### config.mk
export PLATFORM = sky130hd
export DESIGN_NAME = dual_key_refcounted_table
export DESIGN_NICKNAME = d
export VERILOG_FILES = /design/src/sv/dkrt_pkg.sv /design/src/sv/dual_key_refcounted_table.sv /design/src/sv/dkrt_ram.sv /design/src/sv/dkrt_ctrl.sv
export SDC_FILE = /design/constraint.sdc
export NUM_CORES = 2
export LEC_CHECK = 0
export ABC_AREA = 1
export BUFFER_PORTS_ARGS = -buffer_cell sky130_fd_sc_hd__buf_2
export CAP_MARGIN = 25
export CORE_MARGIN = 3
export CORE_UTILIZATION = 50
export DETAILED_ROUTE_END_ITERATION = 10
export MAX_ROUTING_LAYER = met4
export PLACE_DENSITY = 0.66
export SLEW_MARGIN = 20
export SYNTH_ARGS = -nofsm -noshare
export SYNTH_HDL_FRONTEND = slang
export SYNTH_HIERARCHICAL = 1
export SYNTH_SLANG_ARGS = --single-unit
### constraint.sdc
create_clock -name aclk -period 6.15 [get_ports aclk]
set_input_delay 0.3075 -clock aclk [delete_from_list [all_inputs] [get_ports aclk]]
set_output_delay 0.3075 -clock aclk [all_outputs]
set_load 0.1 [all_outputs]
### src/sv/dkrt_pkg.sv
package dkrt_pkg;

    localparam int REFCNT_W = 2;

    typedef enum logic [2:0] {
        REQ_INSERT     = 3'd0,
        REQ_ERASE_PRI  = 3'd1,
        REQ_READ_PRI   = 3'd2,
        REQ_WRITE_PRI  = 3'd3,
        REQ_READ_SEC   = 3'd4,
        REQ_WRITE_SEC  = 3'd5
    } req_e_t;

    typedef enum logic [1:0] {
        STAT_OK         = 2'd0,
        STAT_NOT_FOUND  = 2'd1,
        STAT_BAD_INSERT = 2'd2,
        STAT_NO_SLOT    = 2'd3
    } status_t;

    typedef enum logic [2:0] {
        ST_CLEAR,
        ST_IDLE,
        ST_SCAN,
        ST_DECIDE,
        ST_SLOT_RD,
        ST_DONE
    } state_t;

    typedef struct packed {
        status_t     status;
        logic [31:0] read_value;
    } result_t;

endpackage

### src/sv/dual_key_refcounted_table.sv
// Channel   Direction  Ports                         Contents
// request   in         s_tvalid s_tready s_tdata     keys, present flags, value
//                      s_tuser                       request type
// result    out        m_tvalid m_tready m_tdata     read value
//                      m_tuser                       status
//
// Each accepted request is handled in order: a linear scan of the three
// memories, one address per cycle through their single ports; a decision step;
// a slot access step when a key hit needs one (not for an insert, a key miss
// or an unused request type); then the result. The sequencer takes the next
// request in the cycle after it hands its result to the output register.
// After reset a clearing pass writes every memory entry to zero, with s_tready low.
// A stalled result sits in the output register while the next request is taken.
module dual_key_refcounted_table #(
    parameter int SLOTS             = 16,
    parameter int PRIMARY_ENTRIES   = 16,
    parameter int SECONDARY_ENTRIES = 16,
    parameter int KEY_BITS          = 32,
    parameter int VALUE_BITS        = 32
) (
    input  logic         aclk,
    input  logic         aresetn,
    input  logic         s_tvalid,
    output logic         s_tready,
    // [31:0] primary_key, [32] primary_present, [64:33] secondary_key,
    // [65] secondary_present, [97:66] new_value, [103:98] zero
    input  logic [103:0] s_tdata,
    // [2:0] req_type
    input  logic [2:0]   s_tuser,
    output logic         m_tvalid,
    input  logic         m_tready,
    // [31:0] read_value
    output logic [31:0]  m_tdata,
    // [1:0] status
    output logic [1:0]   m_tuser
);
    import dkrt_pkg::*;

    localparam int SW = $clog2(SLOTS);
    localparam int IW = KEY_BITS + SW + 1;
    localparam int DW = REFCNT_W + VALUE_BITS;

    // Keys and values are kept at their configured widths; the incoming
    // 32-bit fields are truncated or zero-extended to fit.
    logic [KEY_BITS-1:0]   pkey, skey;
    logic [VALUE_BITS-1:0] nval;

    assign pkey = KEY_BITS'(s_tdata[31:0]);
    assign skey = KEY_BITS'(s_tdata[64:33]);
    assign nval = VALUE_BITS'(s_tdata[97:66]);

    logic [$clog2(PRIMARY_ENTRIES)-1:0]   pri_addr;
    logic [$clog2(SECONDARY_ENTRIES)-1:0] sec_addr;
    logic [SW-1:0]                        slot_addr;
    logic                                 pri_we, sec_we, slot_we;
    logic [IW-1:0]                        pri_wdata, pri_rdata, sec_wdata, sec_rdata;
    logic [DW-1:0]                        slot_wdata, slot_rdata;

    logic    res_valid, res_ready;
    result_t res;

    // Primary index: used flag, slot number and tag per entry.
    dkrt_ram #(.WIDTH(IW), .DEPTH(PRIMARY_ENTRIES)) u_pri_ram (
        .clk(aclk), .addr(pri_addr), .we(pri_we), .wdata(pri_wdata), .rdata(pri_rdata)
    );

    // Secondary index, same layout as the primary one.
    dkrt_ram #(.WIDTH(IW), .DEPTH(SECONDARY_ENTRIES)) u_sec_ram (
        .clk(aclk), .addr(sec_addr), .we(sec_we), .wdata(sec_wdata), .rdata(sec_rdata)
    );

    // Slot store: reference count above the stored value.
    dkrt_ram #(.WIDTH(DW), .DEPTH(SLOTS)) u_slot_ram (
        .clk(aclk), .addr(slot_addr), .we(slot_we), .wdata(slot_wdata),
        .rdata(slot_rdata)
    );

    // The sequencer scans all three memories in step, then performs the
    // slot and index reads and writes that the request calls for.
    dkrt_ctrl #(
        .SLOTS(SLOTS), .PRIMARY_ENTRIES(PRIMARY_ENTRIES),
        .SECONDARY_ENTRIES(SECONDARY_ENTRIES), .KEY_BITS(KEY_BITS),
        .VALUE_BITS(VALUE_BITS)
    ) u_ctrl (
        .clk(aclk), .rst_n(aresetn),
        .req_valid(s_tvalid), .req_ready(s_tready),
        .req_type(s_tuser), .pkey(pkey), .ppres(s_tdata[32]),
        .skey(skey), .spres(s_tdata[65]), .nval(nval),
        .pri_addr(pri_addr), .pri_we(pri_we), .pri_wdata(pri_wdata),
        .pri_rdata(pri_rdata),
        .sec_addr(sec_addr), .sec_we(sec_we), .sec_wdata(sec_wdata),
        .sec_rdata(sec_rdata),
        .slot_addr(slot_addr), .slot_we(slot_we), .slot_wdata(slot_wdata),
        .slot_rdata(slot_rdata),
        .res_valid(res_valid), .res_ready(res_ready), .res(res)
    );

    // Output register: the sequencer hands over a result whenever the
    // register is empty or being drained in the same cycle.
    logic    m_tvalid_reg;
    result_t m_res_reg;

    assign res_ready = !m_tvalid_reg || m_tready;

    always_ff @(posedge aclk) begin
        if (!aresetn) begin
            m_tvalid_reg <= 1'b0;
        end else if (res_ready) begin
            m_tvalid_reg <= res_valid;
        end
    end

    always_ff @(posedge aclk) begin
        if (res_ready && res_valid) begin
            m_res_reg <= res;
        end
    end

    assign m_tvalid = m_tvalid_reg;
    assign m_tdata  = m_res_reg.read_value;
    assign m_tuser  = m_res_reg.status;
endmodule

### src/sv/dkrt_ram.sv
module dkrt_ram #(
    parameter int WIDTH = 32,
    parameter int DEPTH = 16
) (
    input  logic                     clk,
    input  logic [$clog2(DEPTH)-1:0] addr,
    input  logic                     we,
    input  logic [WIDTH-1:0]         wdata,
    output logic [WIDTH-1:0]         rdata
);
    logic [WIDTH-1:0] mem [DEPTH];
    logic [WIDTH-1:0] rdata_reg;

    always_ff @(posedge clk) begin
        if (we) begin
            mem[addr] <= wdata;
        end
        rdata_reg <= mem[addr];
    end

    assign rdata = rdata_reg;
endmodule

### src/sv/dkrt_ctrl.sv
module dkrt_ctrl #(
    parameter int SLOTS             = 16,
    parameter int PRIMARY_ENTRIES   = 16,
    parameter int SECONDARY_ENTRIES = 16,
    parameter int KEY_BITS          = 32,
    parameter int VALUE_BITS        = 32
) (
    input  logic                                        clk,
    input  logic                                        rst_n,
    input  logic                                        req_valid,
    output logic                                        req_ready,
    input  logic [2:0]                                  req_type,
    input  logic [KEY_BITS-1:0]                         pkey,
    input  logic                                        ppres,
    input  logic [KEY_BITS-1:0]                         skey,
    input  logic                                        spres,
    input  logic [VALUE_BITS-1:0]                       nval,
    output logic [$clog2(PRIMARY_ENTRIES)-1:0]          pri_addr,
    output logic                                        pri_we,
    output logic [KEY_BITS+$clog2(SLOTS):0]             pri_wdata,
    input  logic [KEY_BITS+$clog2(SLOTS):0]             pri_rdata,
    output logic [$clog2(SECONDARY_ENTRIES)-1:0]        sec_addr,
    output logic                                        sec_we,
    output logic [KEY_BITS+$clog2(SLOTS):0]             sec_wdata,
    input  logic [KEY_BITS+$clog2(SLOTS):0]             sec_rdata,
    output logic [$clog2(SLOTS)-1:0]                    slot_addr,
    output logic                                        slot_we,
    output logic [dkrt_pkg::REFCNT_W+VALUE_BITS-1:0]    slot_wdata,
    input  logic [dkrt_pkg::REFCNT_W+VALUE_BITS-1:0]    slot_rdata,
    output logic                                        res_valid,
    input  logic                                        res_ready,
    output dkrt_pkg::result_t                           res
);
    import dkrt_pkg::*;

    localparam int SW   = $clog2(SLOTS);
    localparam int PW   = $clog2(PRIMARY_ENTRIES);
    localparam int QW   = $clog2(SECONDARY_ENTRIES);
    localparam int IW   = KEY_BITS + SW + 1;
    localparam int DMAX = (SLOTS > PRIMARY_ENTRIES) ?
                          ((SLOTS > SECONDARY_ENTRIES) ? SLOTS : SECONDARY_ENTRIES) :
                          ((PRIMARY_ENTRIES > SECONDARY_ENTRIES) ?
                           PRIMARY_ENTRIES : SECONDARY_ENTRIES);
    localparam int CW   = $clog2(DMAX + 1);

    state_t state_reg, state_next;
    logic [CW-1:0] cnt_reg;
    logic [CW-1:0] rd_idx_reg;
    logic          rd_vld_reg;

    logic [2:0]            type_reg;
    logic [KEY_BITS-1:0]   pkey_reg, skey_reg;
    logic                  ppres_reg, spres_reg;
    logic [VALUE_BITS-1:0] nval_reg;

    logic          p_hit_reg, pe_ok_reg, s_hit_reg, se_ok_reg, fs_ok_reg;
    logic [PW-1:0] p_ent_reg, pe_ent_reg;
    logic [QW-1:0] se_ent_reg;
    logic [SW-1:0] p_slot_reg, s_slot_reg, fs_reg, tgt_slot_reg;

    status_t               status_reg, status_dec;
    logic [VALUE_BITS-1:0] value_reg;

    // Fields of the words read back during the scan.
    logic                pri_used, sec_used;
    logic [KEY_BITS-1:0] pri_tag, sec_tag;
    logic [SW-1:0]       pri_slot, sec_slot;
    logic [REFCNT_W-1:0] slot_rc;

    assign pri_used = pri_rdata[IW-1];
    assign pri_slot = pri_rdata[KEY_BITS +: SW];
    assign pri_tag  = pri_rdata[KEY_BITS-1:0];
    assign sec_used = sec_rdata[IW-1];
    assign sec_slot = sec_rdata[KEY_BITS +: SW];
    assign sec_tag  = sec_rdata[KEY_BITS-1:0];
    assign slot_rc  = slot_rdata[VALUE_BITS +: REFCNT_W];

    // Decision made once the scan is complete.
    logic ins_ok, need_slot_rd;
    logic [REFCNT_W-1:0] ins_rc;

    assign ins_rc = REFCNT_W'({1'b0, ppres_reg}) + REFCNT_W'({1'b0, spres_reg});

    always_comb begin
        status_dec   = STAT_OK;
        ins_ok       = 1'b0;
        need_slot_rd = 1'b0;
        unique case (type_reg)
            REQ_INSERT: begin
                if (!ppres_reg && !spres_reg) begin
                    status_dec = STAT_BAD_INSERT;
                end else if ((ppres_reg && p_hit_reg) || (spres_reg && s_hit_reg)) begin
                    status_dec = STAT_BAD_INSERT;
                end else if (!fs_ok_reg || (ppres_reg && !pe_ok_reg) ||
                             (spres_reg && !se_ok_reg)) begin
                    status_dec = STAT_NO_SLOT;
                end else begin
                    ins_ok = 1'b1;
                end
            end
            REQ_ERASE_PRI, REQ_READ_PRI, REQ_WRITE_PRI: begin
                if (!p_hit_reg) begin
                    status_dec = STAT_NOT_FOUND;
                end else begin
                    need_slot_rd = 1'b1;
                end
            end
            REQ_READ_SEC, REQ_WRITE_SEC: begin
                if (!s_hit_reg) begin
                    status_dec = STAT_NOT_FOUND;
                end else begin
                    need_slot_rd = 1'b1;
                end
            end
            default: begin
                status_dec = STAT_OK;
            end
        endcase
    end

    // Next state.
    always_comb begin
        state_next = state_reg;
        unique case (state_reg)
            ST_CLEAR: begin
                if (cnt_reg == CW'(DMAX - 1)) begin
                    state_next = ST_IDLE;
                end
            end
            ST_IDLE: begin
                if (req_valid) begin
                    state_next = ST_SCAN;
                end
            end
            ST_SCAN: begin
                if (cnt_reg == CW'(DMAX)) begin
                    state_next = ST_DECIDE;
                end
            end
            ST_DECIDE: begin
                state_next = need_slot_rd ? ST_SLOT_RD : ST_DONE;
            end
            ST_SLOT_RD: begin
                state_next = ST_DONE;
            end
            ST_DONE: begin
                if (res_ready) begin
                    state_next = ST_IDLE;
                end
            end
            default: begin
                state_next = ST_CLEAR;
            end
        endcase
    end

    // Memory ports and handshakes.
    always_comb begin
        req_ready  = 1'b0;
        res_valid  = 1'b0;
        pri_addr   = cnt_reg[PW-1:0];
        sec_addr   = cnt_reg[QW-1:0];
        slot_addr  = cnt_reg[SW-1:0];
        pri_we     = 1'b0;
        sec_we     = 1'b0;
        slot_we    = 1'b0;
        pri_wdata  = '0;
        sec_wdata  = '0;
        slot_wdata = '0;
        unique case (state_reg)
            ST_CLEAR: begin
                pri_we  = 1'b1;
                sec_we  = 1'b1;
                slot_we = 1'b1;
            end
            ST_IDLE: begin
                req_ready = 1'b1;
            end
            ST_SCAN: begin
            end
            ST_DECIDE: begin
                if (ins_ok) begin
                    slot_addr  = fs_reg;
                    slot_we    = 1'b1;
                    slot_wdata = {ins_rc, nval_reg};
                    pri_addr   = pe_ent_reg;
                    pri_we     = ppres_reg;
                    pri_wdata  = {1'b1, fs_reg, pkey_reg};
                    sec_addr   = se_ent_reg;
                    sec_we     = spres_reg;
                    sec_wdata  = {1'b1, fs_reg, skey_reg};
                end else if (need_slot_rd) begin
                    if (type_reg == REQ_READ_SEC || type_reg == REQ_WRITE_SEC) begin
                        slot_addr = s_slot_reg;
                    end else begin
                        slot_addr = p_slot_reg;
                    end
                    if (type_reg == REQ_ERASE_PRI) begin
                        pri_addr = p_ent_reg;
                        pri_we   = 1'b1;
                    end
                end
            end
            ST_SLOT_RD: begin
                slot_addr = tgt_slot_reg;
                if (type_reg == REQ_ERASE_PRI) begin
                    slot_we    = 1'b1;
                    slot_wdata = {(slot_rc != '0) ? slot_rc - 1'b1 : slot_rc,
                                  slot_rdata[VALUE_BITS-1:0]};
                end else if (type_reg == REQ_WRITE_PRI || type_reg == REQ_WRITE_SEC) begin
                    slot_we    = 1'b1;
                    slot_wdata = {slot_rc, nval_reg};
                end
            end
            ST_DONE: begin
                res_valid = 1'b1;
            end
            default: begin
            end
        endcase
    end

    // Control registers.
    always_ff @(posedge clk) begin
        if (!rst_n) begin
            state_reg  <= ST_CLEAR;
            cnt_reg    <= '0;
            rd_vld_reg <= 1'b0;
        end else begin
            state_reg <= state_next;
            if (state_reg == ST_CLEAR) begin
                cnt_reg <= (state_next == ST_IDLE) ? '0 : cnt_reg + 1'b1;
            end else if (state_reg == ST_SCAN) begin
                cnt_reg <= cnt_reg + 1'b1;
            end else begin
                cnt_reg <= '0;
            end
            rd_vld_reg <= (state_reg == ST_SCAN) && (cnt_reg < CW'(DMAX));
        end
    end

    // Request, scan tracking and result registers.
    always_ff @(posedge clk) begin
        rd_idx_reg <= cnt_reg;
        if (state_reg == ST_IDLE && req_valid) begin
            type_reg  <= req_type;
            pkey_reg  <= pkey;
            skey_reg  <= skey;
            ppres_reg <= ppres;
            spres_reg <= spres;
            nval_reg  <= nval;
            p_hit_reg <= 1'b0;
            pe_ok_reg <= 1'b0;
            s_hit_reg <= 1'b0;
            se_ok_reg <= 1'b0;
            fs_ok_reg <= 1'b0;
        end
        if (state_reg == ST_SCAN && rd_vld_reg) begin
            if (rd_idx_reg < CW'(PRIMARY_ENTRIES)) begin
                if (pri_used && pri_tag == pkey_reg && !p_hit_reg) begin
                    p_hit_reg  <= 1'b1;
                    p_ent_reg  <= rd_idx_reg[PW-1:0];
                    p_slot_reg <= pri_slot;
                end
                if (!pri_used && !pe_ok_reg) begin
                    pe_ok_reg  <= 1'b1;
                    pe_ent_reg <= rd_idx_reg[PW-1:0];
                end
            end
            if (rd_idx_reg < CW'(SECONDARY_ENTRIES)) begin
                if (sec_used && sec_tag == skey_reg && !s_hit_reg) begin
                    s_hit_reg  <= 1'b1;
                    s_slot_reg <= sec_slot;
                end
                if (!sec_used && !se_ok_reg) begin
                    se_ok_reg  <= 1'b1;
                    se_ent_reg <= rd_idx_reg[QW-1:0];
                end
            end
            if (rd_idx_reg < CW'(SLOTS) && slot_rc == '0 && !fs_ok_reg) begin
                fs_ok_reg <= 1'b1;
                fs_reg    <= rd_idx_reg[SW-1:0];
            end
        end
        if (state_reg == ST_DECIDE) begin
            status_reg   <= status_dec;
            value_reg    <= '0;
            tgt_slot_reg <= slot_addr;
        end
        if (state_reg == ST_SLOT_RD &&
            (type_reg == REQ_READ_PRI || type_reg == REQ_READ_SEC)) begin
            value_reg <= slot_rdata[VALUE_BITS-1:0];
        end
    end

    assign res.status     = status_reg;
    assign res.read_value = 32'(signed'(value_reg));
endmodule

== Yosys cells after proc, flatten, opt, wreduce, memory -nomap -nowiden ==
Memories as Yosys holds them, arrays and structs flattened. A register that Yosys moved wholly into a read port is not among the register bits.
Index checks and enable logic that the tools add are counted.
W data, S select, Z words.
Storage, ports and cells
  register bits: 217
  bits in writable memories: 1728
  input bits: 111
  output and inout bits: 36
  word-level logic and storage cells: 177
  memories: 3
Memories
  u_pri_ram.mem: depth 16, width 37, rd ports 1, clocked after memory_dff 1, write ports 1, line dkrt_ram.sv:11  | logic [WIDTH-1:0] mem [DEPTH];
  u_sec_ram.mem: depth 16, width 37, rd ports 1, clocked after memory_dff 1, write ports 1, line dkrt_ram.sv:11
  u_slot_ram.mem: depth 16, width 34, rd ports 1, clocked after memory_dff 1, write ports 1, line dkrt_ram.sv:11
Operators by class
  add/subtract/negate cells: 3
  $lt $le $gt $ge: 2
  equal/unequal tests: 15
  mux-type cells: 80
  reductions and logical operators: 47
Operator list (number)
  $mux W37: 4
  $mux W34: 3
  $pmux W34 S2: 1
  $eq A32 B32 Y1: 2
  $mux W32: 2
  $mux W1: 43
  $mux W4: 9
  $logic_and A1 B1 Y1: 18
  $pmux W3 S6: 1
  $mux W5: 3
  $eq A3 B2 Y1 const B: 4
  $eq A3 B3 Y1 const B: 4
  $mux W3: 4
  $reduce_and A3 Y1: 4
  $logic_not A1 Y1: 10
  $lt A5 B5 Y1 const B: 2
  $eq A3 B1 Y1 const B: 3
  $mux W2: 4
  $pmux W4 S2: 1
  $logic_or A1 B1 Y1: 7
  $logic_not A3 Y1: 2
  $pmux W1 S2: 3
  $pmux W2 S3: 1
  $add A5 B1 Y5 const B: 1
  other kinds (10): 11

== Depth between registers and ports, before layout ==
  depth after elaboration: 12
  depth in mapped cells: 22

== Hierarchy ==
The synthesis kept the hierarchy.
By module, submodules not included
  dkrt_ram at u_pri_ram ...: times used 2, cells an instance 2437, area an instance 25446.9 um2, sequential area each 18517.8 um2
  dkrt_ram at u_slot_ram: times used 1, cells an instance 2242, area an instance 23603.9 um2, sequential area each 17016.3 um2
  dkrt_ctrl: times used 1, cells an instance 1043, area an instance 9245.1 um2, sequential area each 5275.1 um2
  dual_key_refcounted_table: times used 1, cells an instance 41, area an instance 1072.3 um2, sequential area each 1041.0 um2

== Worst setup path before layout ==
OpenSTA, ideal clock, no wires.
  path type: reg-to-reg
  start point: register u_ctrl.ppres_reg
  end point: memory u_sec_ram/mem[0][0] (netlist name), enable pin
  library setup time: 0.431 ns
  arrival: 3.854 ns
  required time: 5.719 ns
  slack: 1.865 ns
  stages on the path, launching flop included: 14
  path buffers: 3
  period minus slack after synthesis: 4.285 ns
  cells stage by stage: edfxtp_1 > inv_2 > ha_1 > nand3b_1 > nor2_4 > nand2_2 > nor2_4 > buf_2 > o21ai_0 > nor2_1 > clkbuf_1 > buf_2 > inv_1 > nor2_1
RTL lines
  start, declared: line dkrt_ctrl.sv:53  | logic ppres_reg, spres_reg;
  start signal, assigned: line dkrt_ctrl.sv:249  | ppres_reg <= ppres;
  $logic_and A1 B1 Y1: line dkrt_ctrl.sv:94  | end else if (!fs_ok_reg || (ppres_reg && !pe_ok_reg) ||
  $logic_or A1 B1 Y1 (2 in series): line dkrt_ctrl.sv:94
  $mux W1: line dkrt_ctrl.sv:94
  $mux W1: line dkrt_ctrl.sv:92  | end else if ((ppres_reg && p_hit_reg) || (spres_reg && s_hit_reg)) begin
  $mux W1 *: line dkrt_ctrl.sv:90  | if (!ppres_reg && !spres_reg) begin
  $mux W1 *: line dkrt_ctrl.sv:88  | unique case (type_reg)
  $mux W4 *: line dkrt_ctrl.sv:182  | if (ins_ok) begin
  $mux W4 *: line dkrt_ctrl.sv:170  | unique case (state_reg)
  named net sec_addr[3]: line dual_key_refcounted_table.sv:53  | logic [$clog2(SECONDARY_ENTRIES)-1:0] sec_addr;
  end, declared: line dkrt_ram.sv:11
The timed path passes the listed nets; every way through them passes the cells marked *.

== Worst setup path in the final report ==
  start point: register u_ctrl.ppres_reg
  end point: memory u_sec_ram/mem[9][1] (netlist name), enable pin
The elaborated chain is that of the path after synthesis.

==> impl_summary.txt <==
----------------------------------------------------
[Route]
  Total wire length ... about 210 mm
  Iteration-0 DRC count of the detailed router ... 5535
  Residual DRC ... 0
  Drt wl/cell ... 19.3 um
  DR vias ... 55284
  Post-DRT Antenna Nets ... 0
  Via-to-Cell Ratio ... 5.11
  First-pass iteration count of the detailed router ... 6

[Logic synthesis]
  Share of synthesized registers carrying an async set or reset ... 0
  Commonest cells in the synthesized netlist ... nand2_1, edfxtp_1, inv_1
  Leading cell types by total area after synthesis ... edfxtp_1, nand2_1, dfxtp_1, inv_1, buf_2
  Share of synthesized area occupied by flip-flops and latches ... 0.712
  Synth Instances ... 8200
  Cell with the most instances after synthesis ... nand2_1
  Flop and latch count out of synthesis ... 2053
  Total standard cell area after synthesis ... 84800 um2
  Syn_nets ... 8316
  Predominant post-synthesis flop cell ... edfxtp_1
  Fraction of post-synthesis cell area in the top cell type by area ... 0.682
  Warning count from the yosys run ... 6
  Synth area leader ... edfxtp_1
  Average size of a mapped cell ... 10.3 um2
  EDFF count, synth ... 1925
  Count of different cell masters after synthesis ... 42

[Clocking]
  Number of buffers created by CTS ... 206
  Maximum buffer depth of the clock tree ... 3
  Total number of H-tree levels ... 4
  Clock latency on the worst-skew pair ... 0.85 ns
  CTS tree ... yes
  Clock sink total ... between 2000 and 2500
  Hold bufs inserted after CTS ... 104
  Postcts setup bufs ... 0
  Post-cts repair resize count ... 0
  Clock Pin Slew Worst Setup and Hold Paths ... approximately 0.06 ns
  Root buf cell ... clkbuf_16

[Placement]
  Routability-driven placement congestion ratio ... 0.859
  Placed wire-length estimate ... 110 mm
  Number of input and output port buffers inserted ... 140
  Worst slack at placement ... 1.21 ns

[Final layout]
  Fraction of layout cells with a size suffix above 1 ... 0.0828
  Largest registers ... u_pri_ram/mem: 592 flops, u_sec_ram/mem: 592 flops, u_slot_ram/mem: 544 flops
  Area growth, synth to finish ... 13.5%
  Finished Core Util ... 0.574
  Total Nets Final ... 8549

[Floorplan]
  Total Die Area ... 175000 um2
  Area inside the core boundary ... 168000 um2
  Vertical die dimension ... 418 um
  Ports placed on the boundary ... between 100 and 150
  Floorplan die width ... 418 um
  Initial Util ... 0.505
  Standard-cell row count ... 150

[Worst setup path]
  Setup Crit Path Kind ... reg -> reg
  Required @ worst endpoint ... ~6.7 ns
  Arr. time, crit path ... about 5.5 ns
  Type of destination of the critical path ... register
  Critical path fanouts, max ... 88
  Crit path launch type ... register
  Worst-case register-to-register setup slack ... 1.20 ns

[STA]
  Highest achievable clock rate ... 0.202 GHz
  Total negative setup slack ... 0 ns
  Measured slew at the worst slew-check pin ... 1.14 ns
  Post-route clock period utilization ... 0.806
  Endpoints failing hold ... 0
  RSZ-0062 raised after global routing ... false
  # setup viols final ... 0
  Final Skew ... ~0.030 ns
  Final slew viol count ... 0
  Final WS setup ... 1.20 ns
  Max-Slew Margin vs Limit ... 0.242
  Minimum clock period after layout ... 4.95 ns

[GRT]
  Global-route wire length before repair ... 315 mm
  GR Overflow Total ... 0
  Number of antenna violations at the first check in global routing ... 3
  Largest net degree at the start of global routing ... approximately 230
  Total global-route track usage ... 0.244
  Vias in the first global route ... 52171

[Power]
  Cell Pwr Density ... 312 nW/um2
  Worst IR Drop VDD ... 0.322 mV
  Leakage dissipation ... 42.9 nW

[Job]
  Max-capacitance violation count ... 0

[Min path]
  Class of the most critical hold timing path ... in -> reg

[Status]
  Status ... complete, no violations

----------------------------------------------------
path summary, 6_finish.rpt:
| check | startpoint | endpoint | depth (start not counted) |
|---|---|---|---|
| setup / recovery | u_ctrl/ppres_reg | u_sec_ram/mem[9][1] | 12 |
| hold / removal | m_tready | u_ctrl/state_reg[2] | 6 |
| setup reg to reg | u_ctrl/ppres_reg | u_sec_ram/mem[9][1] | 12 |
| hold reg to reg | u_ctrl/cnt_reg[4] | u_ctrl/rd_idx_reg[4] | 0 |
cells by family after synthesis:
| group | after synthesis | share of synthesized area |
|---|---|---|
| AO/OA/AOI/OAI | 111 | 0.00746 |
| XOR/XNOR | 18 | 0.00186 |
| adder cells (fa/ha/maj) | 5 | 0.000738 |
| buffers and inverters | 810 | 0.0440 |
| flip-flops | 2053 | 0.712 |
| AND/OR/NAND/NOR | 5203 | 0.234 |
where the power goes:
part,switching (W),internal (W),leakage [nW]
clock network,0.00521,0.00739,3.38
registers,0.000143,0.0155,21.6
logic,0.00137,0.000464,17.9
cells in the final DEF (no fill, tap or decap), drive strengths merged, types with 2 or more instances in the layout:
cell	synthesis	final
a21oi	6	6
edfxtp	1925	1925
diode	0	2
clkinv	2	69
bufinv	0	17
o211ai	4	4
ha	5	5
nand3	45	45
nand2	4907	4907
xor2	7	7
dfxtp	128	128
clkinvlp	0	4
o21bai	2	2
o21ai	62	62
inv	450	457
nand3b	2	2
nor3	10	10
nor2	225	225
xnor2	11	11
clkbuf	62	297
o2111ai	2	2
buf	296	277
o22ai	33	33
nand4	9	9
dlygate4sd3	0	104
or2	4	4
per-layer routing:
metal  routed length [um]  track usage  share of wire  up-vias
li1                     -            -              -    26748
met1                86400        0.320           0.41    26332
met2               102000        0.397           0.49     1840
met3                13300       0.0330          0.064      364
met4                 6530       0.0810          0.031        0
met5                    0            -              0        -
metrics by stage:
| step | power (W) | instances | hold slack [ns] | area, um2 |
|---|---|---|---|---|
| 3_5_place_dp | 0.0177 | 10311 | 0.363 | 88100 |
| 3_3_place_gp | 0.0177 | 10305 | 0.359 | 88000 |
| 5_1_grt | 0.0311 | 10821 | 0.139 | 96200 |
| 6_report | 0.0301 | 10821 | 0.138 | 96200 |
| 4_1_cts | 0.0303 | 10805 | 0.0588 | 96100 |
| 2_1_floorplan | 0.0171 | 8200 | 0.352 | 84800 |
layout make-up:
type                            count  area (um2)
Antenna cell                        2        5.00
Clock buffer                      295        5910
Clock inverter                     95         977
Fill cell                       13680       71500
Inverter                          452        1740
Multi-Input combinational cell   5337       21200
Sequential cell                  2053       60400
Tap cell                         2204        2760
Timing Repair Buffer              383        3260
worst max-delay path, cell delays in order (launching register included):
cell and delay (ns):
edfxtp_1 0.42, inv_2 0.06, ha_1 0.19, nand3b_1 0.21, nor2_4 0.13, nand2_2 0.10
nor2_4 0.59, nand2_1 0.20, o21ai_4 0.19, buf_4 0.84, nand3_1 0.56, nor2_4 0.77
buf_12 0.31
Note: power is estimated with default switching activity, not from simulation.
